[src/rtl/voltage_current_protection_relay_defines.svh]
// ----------------------------------------------------------------------------
// Assertion macros for the voltage/current protection relay.
// Empty when SYNTH is defined.
// ----------------------------------------------------------------------------
`ifndef VOLTAGE_CURRENT_PROTECTION_RELAY_DEFINES_SVH
`define VOLTAGE_CURRENT_PROTECTION_RELAY_DEFINES_SVH

`ifndef SYNTH
// check gated off while reset is asserted
`define VCPR_ASSERT(lbl, clk, rst_n, prop, msg) \
    lbl: assert property (@(posedge clk) disable iff (!rst_n) prop) else $error(msg);
// check that also runs through reset
`define VCPR_ASSERT_NR(lbl, clk, prop, msg) \
    lbl: assert property (@(posedge clk) prop) else $error(msg);
`else
`define VCPR_ASSERT(lbl, clk, rst_n, prop, msg)
`define VCPR_ASSERT_NR(lbl, clk, prop, msg)
`endif

`endif

[src/rtl/vcpr_pkg.sv]
// ----------------------------------------------------------------------------
// vcpr_pkg
// Codes and reset constants shared by the protection relay files.
// ----------------------------------------------------------------------------
`default_nettype none

package vcpr_pkg;

    localparam int NUM_CH       = 4;
    localparam int CH_VOLT      = 0;
    localparam int CFG_IDX_BITS = 3;

    // register reset values
    localparam int RST_OV_LEVEL = 2000;
    localparam int RST_UV_LEVEL = 1000;
    localparam int RST_FC_LEVEL = 80;
    localparam int RST_SC_LEVEL = 50;
    localparam int RST_OV_TIME  = 100;
    localparam int RST_UV_TIME  = 10;
    localparam int RST_FC_TIME  = 20;
    localparam int RST_SC_TIME  = 1000;

    typedef enum logic [CFG_IDX_BITS-1:0] {
        REG_OV_LEVEL = 3'd0,
        REG_UV_LEVEL = 3'd1,
        REG_FC_LEVEL = 3'd2,
        REG_SC_LEVEL = 3'd3,
        REG_OV_TIME  = 3'd4,
        REG_UV_TIME  = 3'd5,
        REG_FC_TIME  = 3'd6,
        REG_SC_TIME  = 3'd7
    } t_reg_idx;

    typedef enum logic [2:0] {
        CAUSE_NONE = 3'd0,
        CAUSE_OV   = 3'd1,
        CAUSE_UV   = 3'd2,
        CAUSE_FAST = 3'd3,
        CAUSE_SLOW = 3'd4
    } t_cause;

    typedef enum logic [1:0] {
        PHASE_NONE = 2'd0,
        PHASE_U    = 2'd1,
        PHASE_V    = 2'd2,
        PHASE_W    = 2'd3
    } t_phase;

endpackage

`default_nettype wire

[src/rtl/vcpr_in_if.sv]
// ----------------------------------------------------------------------------
// vcpr_in_if
// Sample set channel: one voltage and three phase currents per beat.
// ----------------------------------------------------------------------------
`default_nettype none

interface vcpr_in_if #(
    parameter int SAMPLE_BITS = 12
);
    logic                   valid;
    logic                   ready;
    logic [SAMPLE_BITS-1:0] voltage_sample;
    logic [SAMPLE_BITS-1:0] current_u_sample;
    logic [SAMPLE_BITS-1:0] current_v_sample;
    logic [SAMPLE_BITS-1:0] current_w_sample;

    modport source (
        output valid, voltage_sample, current_u_sample, current_v_sample,
               current_w_sample,
        input  ready
    );
    modport sink (
        input  valid, voltage_sample, current_u_sample, current_v_sample,
               current_w_sample,
        output ready
    );
endinterface

`default_nettype wire

[src/rtl/vcpr_out_if.sv]
// ----------------------------------------------------------------------------
// vcpr_out_if
// Result channel: averages and trip report per beat.
// ----------------------------------------------------------------------------
`default_nettype none

interface vcpr_out_if #(
    parameter int SAMPLE_BITS = 12
);
    logic                   valid;
    logic                   ready;
    logic [SAMPLE_BITS-1:0] avg_voltage;
    logic [SAMPLE_BITS-1:0] avg_current_u;
    logic [SAMPLE_BITS-1:0] avg_current_v;
    logic [SAMPLE_BITS-1:0] avg_current_w;
    logic                   tripped;
    logic [2:0]             trip_cause;
    logic [1:0]             trip_phase;

    modport source (
        output valid, avg_voltage, avg_current_u, avg_current_v, avg_current_w,
               tripped, trip_cause, trip_phase,
        input  ready
    );
    modport sink (
        input  valid, avg_voltage, avg_current_u, avg_current_v, avg_current_w,
               tripped, trip_cause, trip_phase,
        output ready
    );
endinterface

`default_nettype wire

[src/rtl/voltage_current_protection_relay.sv]
// Pipeline: an accepted input beat passes the lane average registers, then the merge result register.
// Throughput: one sample set per cycle while the output is not stalled; the limit is
//   the trip counter update in the merge stage, which every set needs from the set before it.
// Reset: synchronous, active low; clears histories, trip counters and valid
//   flags, and loads the register defaults.
// ----------------------------------------------------------------------------
// voltage_current_protection_relay
// Four averaging lanes (voltage, U, V, W) feed a merge stage that runs the
// leaky over/under-voltage and fast/slow over-current trip counters.
// ----------------------------------------------------------------------------
`default_nettype none

`include "voltage_current_protection_relay_defines.svh"

module voltage_current_protection_relay #(
    parameter int WINDOW      = 4,
    parameter int SAMPLE_BITS = 12,
    parameter int COUNT_BITS  = 16,
    localparam int CFG_BITS   = (SAMPLE_BITS > COUNT_BITS) ? SAMPLE_BITS : COUNT_BITS
) (
    input  wire logic                              i_clk,
    input  wire logic                              i_rst_n,
    vcpr_in_if.sink                                i_in,
    vcpr_out_if.source                             o_out,
    input  wire logic                              i_cfg_we,
    input  wire logic [vcpr_pkg::CFG_IDX_BITS-1:0] i_cfg_index,
    input  wire logic [CFG_BITS-1:0]               i_cfg_data
);
    import vcpr_pkg::*;

    // ---------------- configuration registers ----------------
    logic [SAMPLE_BITS-1:0] r_ov_level, r_uv_level, r_fc_level, r_sc_level;
    logic [COUNT_BITS-1:0]  r_ov_time, r_uv_time, r_fc_time, r_sc_time;
    logic [SAMPLE_BITS-1:0] cfg_level;
    logic [COUNT_BITS-1:0]  cfg_time;

    assign cfg_level = i_cfg_data[SAMPLE_BITS-1:0];
    assign cfg_time  = i_cfg_data[COUNT_BITS-1:0];

    always_ff @(posedge i_clk) begin
        if (!i_rst_n) begin
            r_ov_level <= SAMPLE_BITS'(RST_OV_LEVEL);
            r_uv_level <= SAMPLE_BITS'(RST_UV_LEVEL);
            r_fc_level <= SAMPLE_BITS'(RST_FC_LEVEL);
            r_sc_level <= SAMPLE_BITS'(RST_SC_LEVEL);
            r_ov_time  <= COUNT_BITS'(RST_OV_TIME);
            r_uv_time  <= COUNT_BITS'(RST_UV_TIME);
            r_fc_time  <= COUNT_BITS'(RST_FC_TIME);
            r_sc_time  <= COUNT_BITS'(RST_SC_TIME);
        end else if (i_cfg_we) begin
            unique case (t_reg_idx'(i_cfg_index))
                REG_OV_LEVEL: r_ov_level <= cfg_level;
                REG_UV_LEVEL: r_uv_level <= cfg_level;
                REG_FC_LEVEL: r_fc_level <= cfg_level;
                REG_SC_LEVEL: r_sc_level <= cfg_level;
                REG_OV_TIME:  r_ov_time  <= cfg_time;
                REG_UV_TIME:  r_uv_time  <= cfg_time;
                REG_FC_TIME:  r_fc_time  <= cfg_time;
                REG_SC_TIME:  r_sc_time  <= cfg_time;
            endcase
        end
    end

    // ---------------- pipeline control ----------------
    // stage 1 = lane averages, stage 2 = merge/result register.
    // stage 2 advances when the output is empty or its beat is taken.
    logic r_s1_valid, n_s1_valid;
    logic r_out_valid, n_out_valid;
    logic adv;
    logic load1;
    logic load2;

    assign adv        = !r_out_valid || o_out.ready;
    assign i_in.ready = !r_s1_valid || adv;
    assign load1      = i_in.valid && i_in.ready;
    assign load2      = r_s1_valid && adv;

    always_comb begin
        n_s1_valid = r_s1_valid;
        if (load1) n_s1_valid = 1'b1;
        else if (load2) n_s1_valid = 1'b0;

        n_out_valid = r_out_valid;
        if (load2) n_out_valid = 1'b1;
        else if (o_out.ready) n_out_valid = 1'b0;
    end

    always_ff @(posedge i_clk) begin
        if (!i_rst_n) begin
            r_s1_valid  <= 1'b0;
            r_out_valid <= 1'b0;
        end else begin
            r_s1_valid  <= n_s1_valid;
            r_out_valid <= n_out_valid;
        end
    end

    // ---------------- averaging lanes ----------------
    logic [SAMPLE_BITS-1:0] samples [NUM_CH];
    logic [SAMPLE_BITS-1:0] lane_avg [NUM_CH];
    logic [SAMPLE_BITS-1:0] res_avg [NUM_CH];
    logic                   res_tripped;
    t_cause                 res_cause;
    t_phase                 res_phase;

    assign samples[0] = i_in.voltage_sample;
    assign samples[1] = i_in.current_u_sample;
    assign samples[2] = i_in.current_v_sample;
    assign samples[3] = i_in.current_w_sample;

    for (genvar g = 0; g < NUM_CH; g++) begin : g_lane
        vcpr_lane #(
            .WINDOW      (WINDOW),
            .SAMPLE_BITS (SAMPLE_BITS)
        ) u_lane (
            .i_clk    (i_clk),
            .i_rst_n  (i_rst_n),
            .i_load   (load1),
            .i_sample (samples[g]),
            .o_avg    (lane_avg[g])
        );
    end

    // ---------------- merge stage ----------------
    vcpr_merge #(
        .SAMPLE_BITS (SAMPLE_BITS),
        .COUNT_BITS  (COUNT_BITS)
    ) u_merge (
        .i_clk      (i_clk),
        .i_rst_n    (i_rst_n),
        .i_load     (load2),
        .i_avg      (lane_avg),
        .i_ov_level (r_ov_level),
        .i_uv_level (r_uv_level),
        .i_fc_level (r_fc_level),
        .i_sc_level (r_sc_level),
        .i_ov_time  (r_ov_time),
        .i_uv_time  (r_uv_time),
        .i_fc_time  (r_fc_time),
        .i_sc_time  (r_sc_time),
        .o_avg      (res_avg),
        .o_tripped  (res_tripped),
        .o_cause    (res_cause),
        .o_phase    (res_phase)
    );

    assign o_out.valid         = r_out_valid;
    assign o_out.avg_voltage   = res_avg[0];
    assign o_out.avg_current_u = res_avg[1];
    assign o_out.avg_current_v = res_avg[2];
    assign o_out.avg_current_w = res_avg[3];
    assign o_out.tripped       = res_tripped;
    assign o_out.trip_cause    = res_cause;
    assign o_out.trip_phase    = res_phase;

    // ---------------- assertions ----------------
    `VCPR_ASSERT_NR(a_rst_clears_out, i_clk, !i_rst_n |=> !o_out.valid, "output valid after reset")
    `VCPR_ASSERT(a_stall_blocks_in, i_clk, i_rst_n, (r_s1_valid && o_out.valid && !o_out.ready) |-> !i_in.ready, "input taken while pipeline full")
    `VCPR_ASSERT(a_trip_flag, i_clk, i_rst_n, o_out.valid |-> (o_out.tripped == (res_cause != CAUSE_NONE)), "trip flag disagrees with cause")
    `VCPR_ASSERT(a_volt_no_phase, i_clk, i_rst_n, (o_out.valid && (res_cause == CAUSE_NONE || res_cause == CAUSE_OV || res_cause == CAUSE_UV)) |-> (res_phase == PHASE_NONE), "phase set without current trip")

endmodule

`default_nettype wire

[src/rtl/vcpr_lane.sv]
// ----------------------------------------------------------------------------
// vcpr_lane
// One channel: sample history and WINDOW-tap moving average, registered.
// ----------------------------------------------------------------------------
`default_nettype none

module vcpr_lane #(
    parameter int WINDOW      = 4,
    parameter int SAMPLE_BITS = 12
) (
    input  wire logic                   i_clk,
    input  wire logic                   i_rst_n,
    input  wire logic                   i_load,
    input  wire logic [SAMPLE_BITS-1:0] i_sample,
    output logic      [SAMPLE_BITS-1:0] o_avg
);
    localparam int HIST_DEPTH = WINDOW - 1;
    localparam int SUM_BITS   = SAMPLE_BITS + $clog2(WINDOW);
    // divide by WINDOW as multiply by ceil(2^K / WINDOW), exact for SUM_BITS inputs
    localparam int SHIFT      = SUM_BITS + $clog2(WINDOW);
    localparam int MUL_BITS   = SHIFT + 1;
    localparam int PROD_BITS  = SUM_BITS + MUL_BITS;
    localparam longint unsigned RECIP =
        ((64'd1 << SHIFT) + 64'(WINDOW) - 64'd1) / 64'(WINDOW);

    logic [SAMPLE_BITS-1:0] r_hist [HIST_DEPTH];
    logic [SAMPLE_BITS-1:0] r_avg;
    logic [SUM_BITS-1:0]    sum;
    logic [PROD_BITS-1:0]   prod;

    always_comb begin
        sum = SUM_BITS'(i_sample);
        for (int k = 0; k < HIST_DEPTH; k++) begin
            sum = sum + SUM_BITS'(r_hist[k]);
        end
        prod = PROD_BITS'(sum) * PROD_BITS'(MUL_BITS'(RECIP));
    end

    always_ff @(posedge i_clk) begin
        if (!i_rst_n) begin
            for (int k = 0; k < HIST_DEPTH; k++) begin
                r_hist[k] <= '0;
            end
        end else if (i_load) begin
            r_hist[0] <= i_sample;
            for (int k = 1; k < HIST_DEPTH; k++) begin
                r_hist[k] <= r_hist[k-1];
            end
        end
    end

    always_ff @(posedge i_clk) begin
        if (i_load) begin
            r_avg <= prod[SHIFT +: SAMPLE_BITS];
        end
    end

    assign o_avg = r_avg;

endmodule

`default_nettype wire

[src/rtl/vcpr_merge.sv]
// ----------------------------------------------------------------------------
// vcpr_merge
// Merges lane averages: leaky trip counters, trip decision, result register.
// ----------------------------------------------------------------------------
`default_nettype none

module vcpr_merge #(
    parameter int SAMPLE_BITS = 12,
    parameter int COUNT_BITS  = 16
) (
    input  wire logic                   i_clk,
    input  wire logic                   i_rst_n,
    input  wire logic                   i_load,
    input  wire logic [SAMPLE_BITS-1:0] i_avg [vcpr_pkg::NUM_CH],
    input  wire logic [SAMPLE_BITS-1:0] i_ov_level,
    input  wire logic [SAMPLE_BITS-1:0] i_uv_level,
    input  wire logic [SAMPLE_BITS-1:0] i_fc_level,
    input  wire logic [SAMPLE_BITS-1:0] i_sc_level,
    input  wire logic [COUNT_BITS-1:0]  i_ov_time,
    input  wire logic [COUNT_BITS-1:0]  i_uv_time,
    input  wire logic [COUNT_BITS-1:0]  i_fc_time,
    input  wire logic [COUNT_BITS-1:0]  i_sc_time,
    output logic      [SAMPLE_BITS-1:0] o_avg [vcpr_pkg::NUM_CH],
    output logic                        o_tripped,
    output vcpr_pkg::t_cause            o_cause,
    output vcpr_pkg::t_phase            o_phase
);
    import vcpr_pkg::*;

    // up, down toward zero, else hold; saturates at all ones
    function automatic logic [COUNT_BITS-1:0] leak(
        input logic [COUNT_BITS-1:0] cnt,
        input logic                  up,
        input logic                  dn
    );
        logic [COUNT_BITS-1:0] res;
        res = cnt;
        if (up) begin
            if (cnt != '1) res = cnt + 1'b1;
        end else if (dn && (cnt != '0)) begin
            res = cnt - 1'b1;
        end
        return res;
    endfunction

    logic [COUNT_BITS-1:0]  r_ov_cnt, n_ov_cnt;
    logic [COUNT_BITS-1:0]  r_uv_cnt, n_uv_cnt;
    logic [COUNT_BITS-1:0]  r_fc_cnt, n_fc_cnt;
    logic [COUNT_BITS-1:0]  r_sc_cnt, n_sc_cnt;
    logic [SAMPLE_BITS-1:0] r_avg [NUM_CH];
    logic                   r_tripped;
    t_cause                 r_cause, n_cause;
    t_phase                 r_phase, n_phase;
    logic [SAMPLE_BITS-1:0] av;

    always_comb begin
        av       = i_avg[CH_VOLT];
        n_cause  = CAUSE_NONE;
        n_phase  = PHASE_NONE;
        n_uv_cnt = r_uv_cnt;
        n_fc_cnt = r_fc_cnt;
        n_sc_cnt = r_sc_cnt;

        n_ov_cnt = leak(r_ov_cnt, av > i_ov_level, av < i_ov_level);
        if (n_ov_cnt >= i_ov_time) begin
            n_cause = CAUSE_OV;
        end else begin
            n_uv_cnt = leak(r_uv_cnt, av < i_uv_level, av > i_uv_level);
            if (n_uv_cnt >= i_uv_time) n_cause = CAUSE_UV;
        end

        // phases U, V, W in order; stop at the first trip
        for (int ch = 1; ch < NUM_CH; ch++) begin
            if (n_cause == CAUSE_NONE) begin
                n_fc_cnt = leak(n_fc_cnt, i_avg[ch] > i_fc_level,
                                i_avg[ch] < i_fc_level);
                if (n_fc_cnt >= i_fc_time) begin
                    n_cause = CAUSE_FAST;
                    n_phase = t_phase'(2'(ch));
                end else begin
                    n_sc_cnt = leak(n_sc_cnt, i_avg[ch] > i_sc_level,
                                    i_avg[ch] < i_sc_level);
                    if (n_sc_cnt >= i_sc_time) begin
                        n_cause = CAUSE_SLOW;
                        n_phase = t_phase'(2'(ch));
                    end
                end
            end
        end
    end

    always_ff @(posedge i_clk) begin
        if (!i_rst_n) begin
            r_ov_cnt <= '0;
            r_uv_cnt <= '0;
            r_fc_cnt <= '0;
            r_sc_cnt <= '0;
        end else if (i_load) begin
            r_ov_cnt <= n_ov_cnt;
            r_uv_cnt <= n_uv_cnt;
            r_fc_cnt <= n_fc_cnt;
            r_sc_cnt <= n_sc_cnt;
        end
    end

    always_ff @(posedge i_clk) begin
        if (i_load) begin
            r_avg     <= i_avg;
            r_tripped <= (n_cause != CAUSE_NONE);
            r_cause   <= n_cause;
            r_phase   <= n_phase;
        end
    end

    assign o_avg     = r_avg;
    assign o_tripped = r_tripped;
    assign o_cause   = r_cause;
    assign o_phase   = r_phase;

endmodule

`default_nettype wire

[src/flat_wrapper.sv]
// flat-port wrapper written by rule: the top's interface ports become plain ports
module voltage_current_protection_relay_flat import vcpr_pkg::*;
#(
    parameter int WINDOW      = 4,
    parameter int SAMPLE_BITS = 12,
    parameter int COUNT_BITS  = 16,
    localparam int CFG_BITS   = (SAMPLE_BITS > COUNT_BITS) ? SAMPLE_BITS : COUNT_BITS
)
  (i_clk, i_rst_n, i_cfg_we, i_cfg_index, i_cfg_data, i_in_valid, i_in_voltage_sample, i_in_current_u_sample, i_in_current_v_sample, i_in_current_w_sample, i_in_ready, o_out_valid, o_out_avg_voltage, o_out_avg_current_u, o_out_avg_current_v, o_out_avg_current_w, o_out_tripped, o_out_trip_cause, o_out_trip_phase, o_out_ready);
  vcpr_in_if #(.SAMPLE_BITS(SAMPLE_BITS)) i_in_i ();
  vcpr_out_if #(.SAMPLE_BITS(SAMPLE_BITS)) o_out_i ();
  input  wire logic i_clk;
  input  wire logic i_rst_n;
  input  wire logic i_cfg_we;
  input  wire logic [vcpr_pkg::CFG_IDX_BITS-1:0] i_cfg_index;
  input  wire logic [CFG_BITS-1:0] i_cfg_data;
  input wire logic [$bits(i_in_i.valid)-1:0] i_in_valid;
  input wire logic [$bits(i_in_i.voltage_sample)-1:0] i_in_voltage_sample;
  input wire logic [$bits(i_in_i.current_u_sample)-1:0] i_in_current_u_sample;
  input wire logic [$bits(i_in_i.current_v_sample)-1:0] i_in_current_v_sample;
  input wire logic [$bits(i_in_i.current_w_sample)-1:0] i_in_current_w_sample;
  output wire logic [$bits(i_in_i.ready)-1:0] i_in_ready;
  output wire logic [$bits(o_out_i.valid)-1:0] o_out_valid;
  output wire logic [$bits(o_out_i.avg_voltage)-1:0] o_out_avg_voltage;
  output wire logic [$bits(o_out_i.avg_current_u)-1:0] o_out_avg_current_u;
  output wire logic [$bits(o_out_i.avg_current_v)-1:0] o_out_avg_current_v;
  output wire logic [$bits(o_out_i.avg_current_w)-1:0] o_out_avg_current_w;
  output wire logic [$bits(o_out_i.tripped)-1:0] o_out_tripped;
  output wire logic [$bits(o_out_i.trip_cause)-1:0] o_out_trip_cause;
  output wire logic [$bits(o_out_i.trip_phase)-1:0] o_out_trip_phase;
  input wire logic [$bits(o_out_i.ready)-1:0] o_out_ready;
  assign i_in_i.valid = i_in_valid;
  assign i_in_i.voltage_sample = i_in_voltage_sample;
  assign i_in_i.current_u_sample = i_in_current_u_sample;
  assign i_in_i.current_v_sample = i_in_current_v_sample;
  assign i_in_i.current_w_sample = i_in_current_w_sample;
  assign i_in_ready = i_in_i.ready;
  assign o_out_valid = o_out_i.valid;
  assign o_out_avg_voltage = o_out_i.avg_voltage;
  assign o_out_avg_current_u = o_out_i.avg_current_u;
  assign o_out_avg_current_v = o_out_i.avg_current_v;
  assign o_out_avg_current_w = o_out_i.avg_current_w;
  assign o_out_tripped = o_out_i.tripped;
  assign o_out_trip_cause = o_out_i.trip_cause;
  assign o_out_trip_phase = o_out_i.trip_phase;
  assign o_out_i.ready = o_out_ready;
  voltage_current_protection_relay #(.WINDOW(WINDOW), .SAMPLE_BITS(SAMPLE_BITS), .COUNT_BITS(COUNT_BITS)) u_core (.i_clk(i_clk), .i_rst_n(i_rst_n), .i_in(i_in_i), .o_out(o_out_i), .i_cfg_we(i_cfg_we), .i_cfg_index(i_cfg_index), .i_cfg_data(i_cfg_data));
endmodule
[config.mk]
export PLATFORM = sky130hd
export DESIGN_NAME = voltage_current_protection_relay_flat
export DESIGN_NICKNAME = d
export VERILOG_FILES = /design/src/rtl/vcpr_pkg.sv /design/src/rtl/vcpr_in_if.sv /design/src/rtl/vcpr_out_if.sv /design/src/rtl/voltage_current_protection_relay.sv /design/src/rtl/vcpr_lane.sv /design/src/rtl/vcpr_merge.sv /design/src/flat_wrapper.sv
export VERILOG_INCLUDE_DIRS = /design/src /design/src/rtl
export SDC_FILE = /design/constraint.sdc
export NUM_CORES = 2
export LEC_CHECK = 0
export ABC_AREA = 1
export BUFFER_PORTS_ARGS = -buffer_cell sky130_fd_sc_hd__clkbuf_2
export CORE_UTILIZATION = 53
export CTS_BUF_LIST = sky130_fd_sc_hd__clkbuf_8
export DETAILED_ROUTE_END_ITERATION = 7
export PLACE_DENSITY = 0.79
export SYNTH_ARGS = -nofsm -noshare
export SYNTH_HDL_FRONTEND = slang
export SYNTH_HIERARCHICAL = 1
export SYNTH_SLANG_ARGS = --single-unit
[constraint.sdc]
create_clock -name i_clk -period 19.5 [get_ports i_clk]
set_input_delay 1.95 -clock i_clk [delete_from_list [all_inputs] [get_ports i_clk]]
set_output_delay 1.95 -clock i_clk [all_outputs]
set_load 0.03 [all_outputs]
==> impl_metrics.env <==
export IMPL_crit_family="simple AND/OR/NAND/NOR gates"
export IMPL_antenna_found_initial=3
export IMPL_rows=97
export IMPL_final_common_cell="nand2_1"
export IMPL_finalCritPeriodShare_pct=67.7
export IMPL_die_h_um=268
export IMPL_final_nets=5884
export IMPL_port_buffers=127
export IMPL_core_um2=70100
export IMPL_top_layer="met5"
export IMPL_finalCriticalPeriod_ps=13210
export IMPL_cp_end_kind="flop"
export IMPL_clock_latency_ps=660
export IMPL_die_w_um=268
export IMPL_grt_start_max_net_pins=63
export IMPL_cp_slowest_cell="nor2_4"
export IMPL_first_iter_violations=3187
export IMPL_tightestPinTransition_ps=1210
export IMPL_drv_slew=0
export IMPL_place_congestion=1.01
export IMPL_setup_viol=0
export IMPL_clk_pin_slew_ps=70
export IMPL_finalWorstSetupSlack_ps=6290
export IMPL_crit_arrival_ps=13590
export IMPL_hold_class="reg2reg"
export IMPL_avgSynthCellArea_um2=7.03
export IMPL_max_freq_mhz=75.7
export IMPL_pre_cts_slack_ps=6530
export IMPL_htree_levels=3
export IMPL_cts_setup_buffers=0
export IMPL_ys_seq_area_share_pct=29.1
export IMPL_yosys_top_cells_area="edfxtp_1 20%, nand2_1 15%, ha_1 9.6%"
export IMPL_antenna_left=0
export IMPL_drc=0
export IMPL_die_area_um2=72100
export IMPL_syn_cell_area_um2=37600
export IMPL_holdBufCountCts=0
export IMPL_hold_violations=0
export IMPL_syn_nets=5805
export IMPL_track_usage_pct=29.9
export IMPL_cts_sinks=424
export IMPL_yosys_area_top_type="edfxtp_1"
export IMPL_wl_um=107000
export IMPL_grt_pass1_vias=32800
export IMPL_maxSlewHeadroom_pct=19.3
export IMPL_drt_first_pass_iters=6
export IMPL_start_util_pct=53.6
export IMPL_cts_path_max_buffers=3
export IMPL_wl_per_cell_um=16.7
export IMPL_synth_cells=5349
export IMPL_synth_top_area_share_pct=19.6
export IMPL_synthDistinctLibCells=66
export IMPL_path_buf_inv=8
export IMPL_wl_met2_um=49400
export IMPL_tns_ps=0
export IMPL_grt_pass1_wl_um=170000
export IMPL_wl_met3_um=8790
export IMPL_crit_type="reg2reg"
export IMPL_status="completed"
export IMPL_tritoncts="done"
export IMPL_io_pins=128
export IMPL_viasPerCell=5.40
export IMPL_cts_buffers=70
export IMPL_startpoint_type="flop"
export IMPL_slowest_delay_ps=610
export IMPL_drive_above_1_share_pct=11.1
export IMPL_dp_hpwl_um=82900
export IMPL_yosysWarnings=6
export IMPL_clockRootBuffer="clkbuf_8"
export IMPL_vias=34700
export IMPL_required_ps=19880
export IMPL_cts_resized=0
export IMPL_finClkSkew_ps=36.3
export IMPL_synth_seq_cells=424
export IMPL_maxCapViolations=0
export IMPL_crit_fanout=28
export IMPL_cp_common_cell="nand2_1"
export IMPL_rsz0062_at_grt="no"
export IMPL_syn2layout_area_growth_pct=6.57
export IMPL_grt_ovfl_total=0
export IMPL_wl_met1_um=45200
export IMPL_layout_common_cells="1539 x nand2_1, 880 x inv_1, 570 x nor2_1"
flip-flops by register name, indices dropped and copies added (netlist names), 2 cells and up:
register	cells
u_core/r_ov_time	16
u_core/r_ov_level	12
u_core/r_fc_level	12
u_core/r_sc_time	16
u_core/u_merge/r_ov_cnt	16
u_core/u_merge/r_uv_cnt	16
u_core/r_fc_time	16
u_core/r_uv_time	16
u_core/u_merge/o_cause	3
u_core/u_merge/r_sc_cnt	16
u_core/u_merge/r_fc_cnt	16
u_core/g_lane.u_lane/r_hist	144
u_core/r_sc_level	12
u_core/r_uv_level	12
u_core/g_lane.u_lane/o_avg	48
u_core/u_merge/o_phase	2
u_core/u_merge/o_avg	48
stage by stage:
stage	std cells	cell area (um^2)	util, %	hold slack, ps
6_report	6424	40100	57.2	456
5_1_grt	6423	40100	57.2	475
4_1_cts	6422	40100	57.2	460
3_5_place_dp	6296	38700	55.2	445
3_3_place_gp	6296	38700	55.2	431
2_1_floorplan	5349	37600	-	426
routing by layer:
layer	vias up	global-route usage, %
met1	16100	39.3
li1	17000	-
met2	1363	49.2
met5	-	0
met3	237	4.33
met4	2	12.7
cells by family (layout without fill, tap and decap cells):
kind of cell | after synthesis | count (layout) | synth area share [%]
xor gates and xnor gates | 140 | 140 | 3.26
buffers and inverters | 1056 | 1189 | 11.5
adders and majority gates | 384 | 384 | 14.7
and+or+nand+nor | 2977 | 2977 | 35.7
DFF | 424 | 424 | 29.1
other | 0 | 2 | 0
AOI/OAI and AO/OA | 368 | 368 | 5.74
final timing paths:
check	from	to	slack, ps	cells past startpoint
worst min register to register	u_core/g_lane[0].u_lane/o_avg[0]	u_core/u_merge/o_avg[36]	460	0
worst max register to register	u_core/g_lane[0].u_lane/o_avg[10]	u_core/u_merge/o_tripped	6290	69
worst min-delay path	u_core/g_lane[0].u_lane/o_avg[0]	u_core/u_merge/o_avg[36]	460	0
worst max-delay path	u_core/g_lane[0].u_lane/o_avg[10]	u_core/u_merge/o_tripped	6290	69
cell usage after synthesis (all sizes together):
cell type / instances
nand2: 1681
inv: 907
nor2: 663
nand3: 494
ha: 288
edfxtp: 246
dfxtp: 178
a21oi: 174
xor2: 138
o21ai: 109
buf: 106
fa: 96
nand4: 76
nor3: 45
clkbuf: 34
o21a: 16
a211oi: 13
a21o: 9
clkinv: 9
a21boi: 7
o211ai: 7
o22ai: 7
nand3b: 6
nor4: 5
o221ai: 5
a32oi: 4
and2: 4
a22oi: 3
a31oi: 3
a221oi: 2
o31ai: 2
o32ai: 2
xnor2: 2
a2111oi: 1
a31o: 1
a41oi: 1
nor3b: 1
o2111ai: 1
o21bai: 1
or2: 1
or3: 1
layout make-up:
cell class              count  area [um^2]
multi-input cells        3869        22400
clock buffers              83         1140
diodes                      2         5.00
inverters                 916         3440
repair buffers            147          788
well taps                 940         1180
clock inverters            43          243
flip-flops and latches    424        11000
fillers                  6675        30100
Power is left out: the tool's default activity adds up to more than one toggle a clock period on the data nets, which glitch-free logic cannot reach.
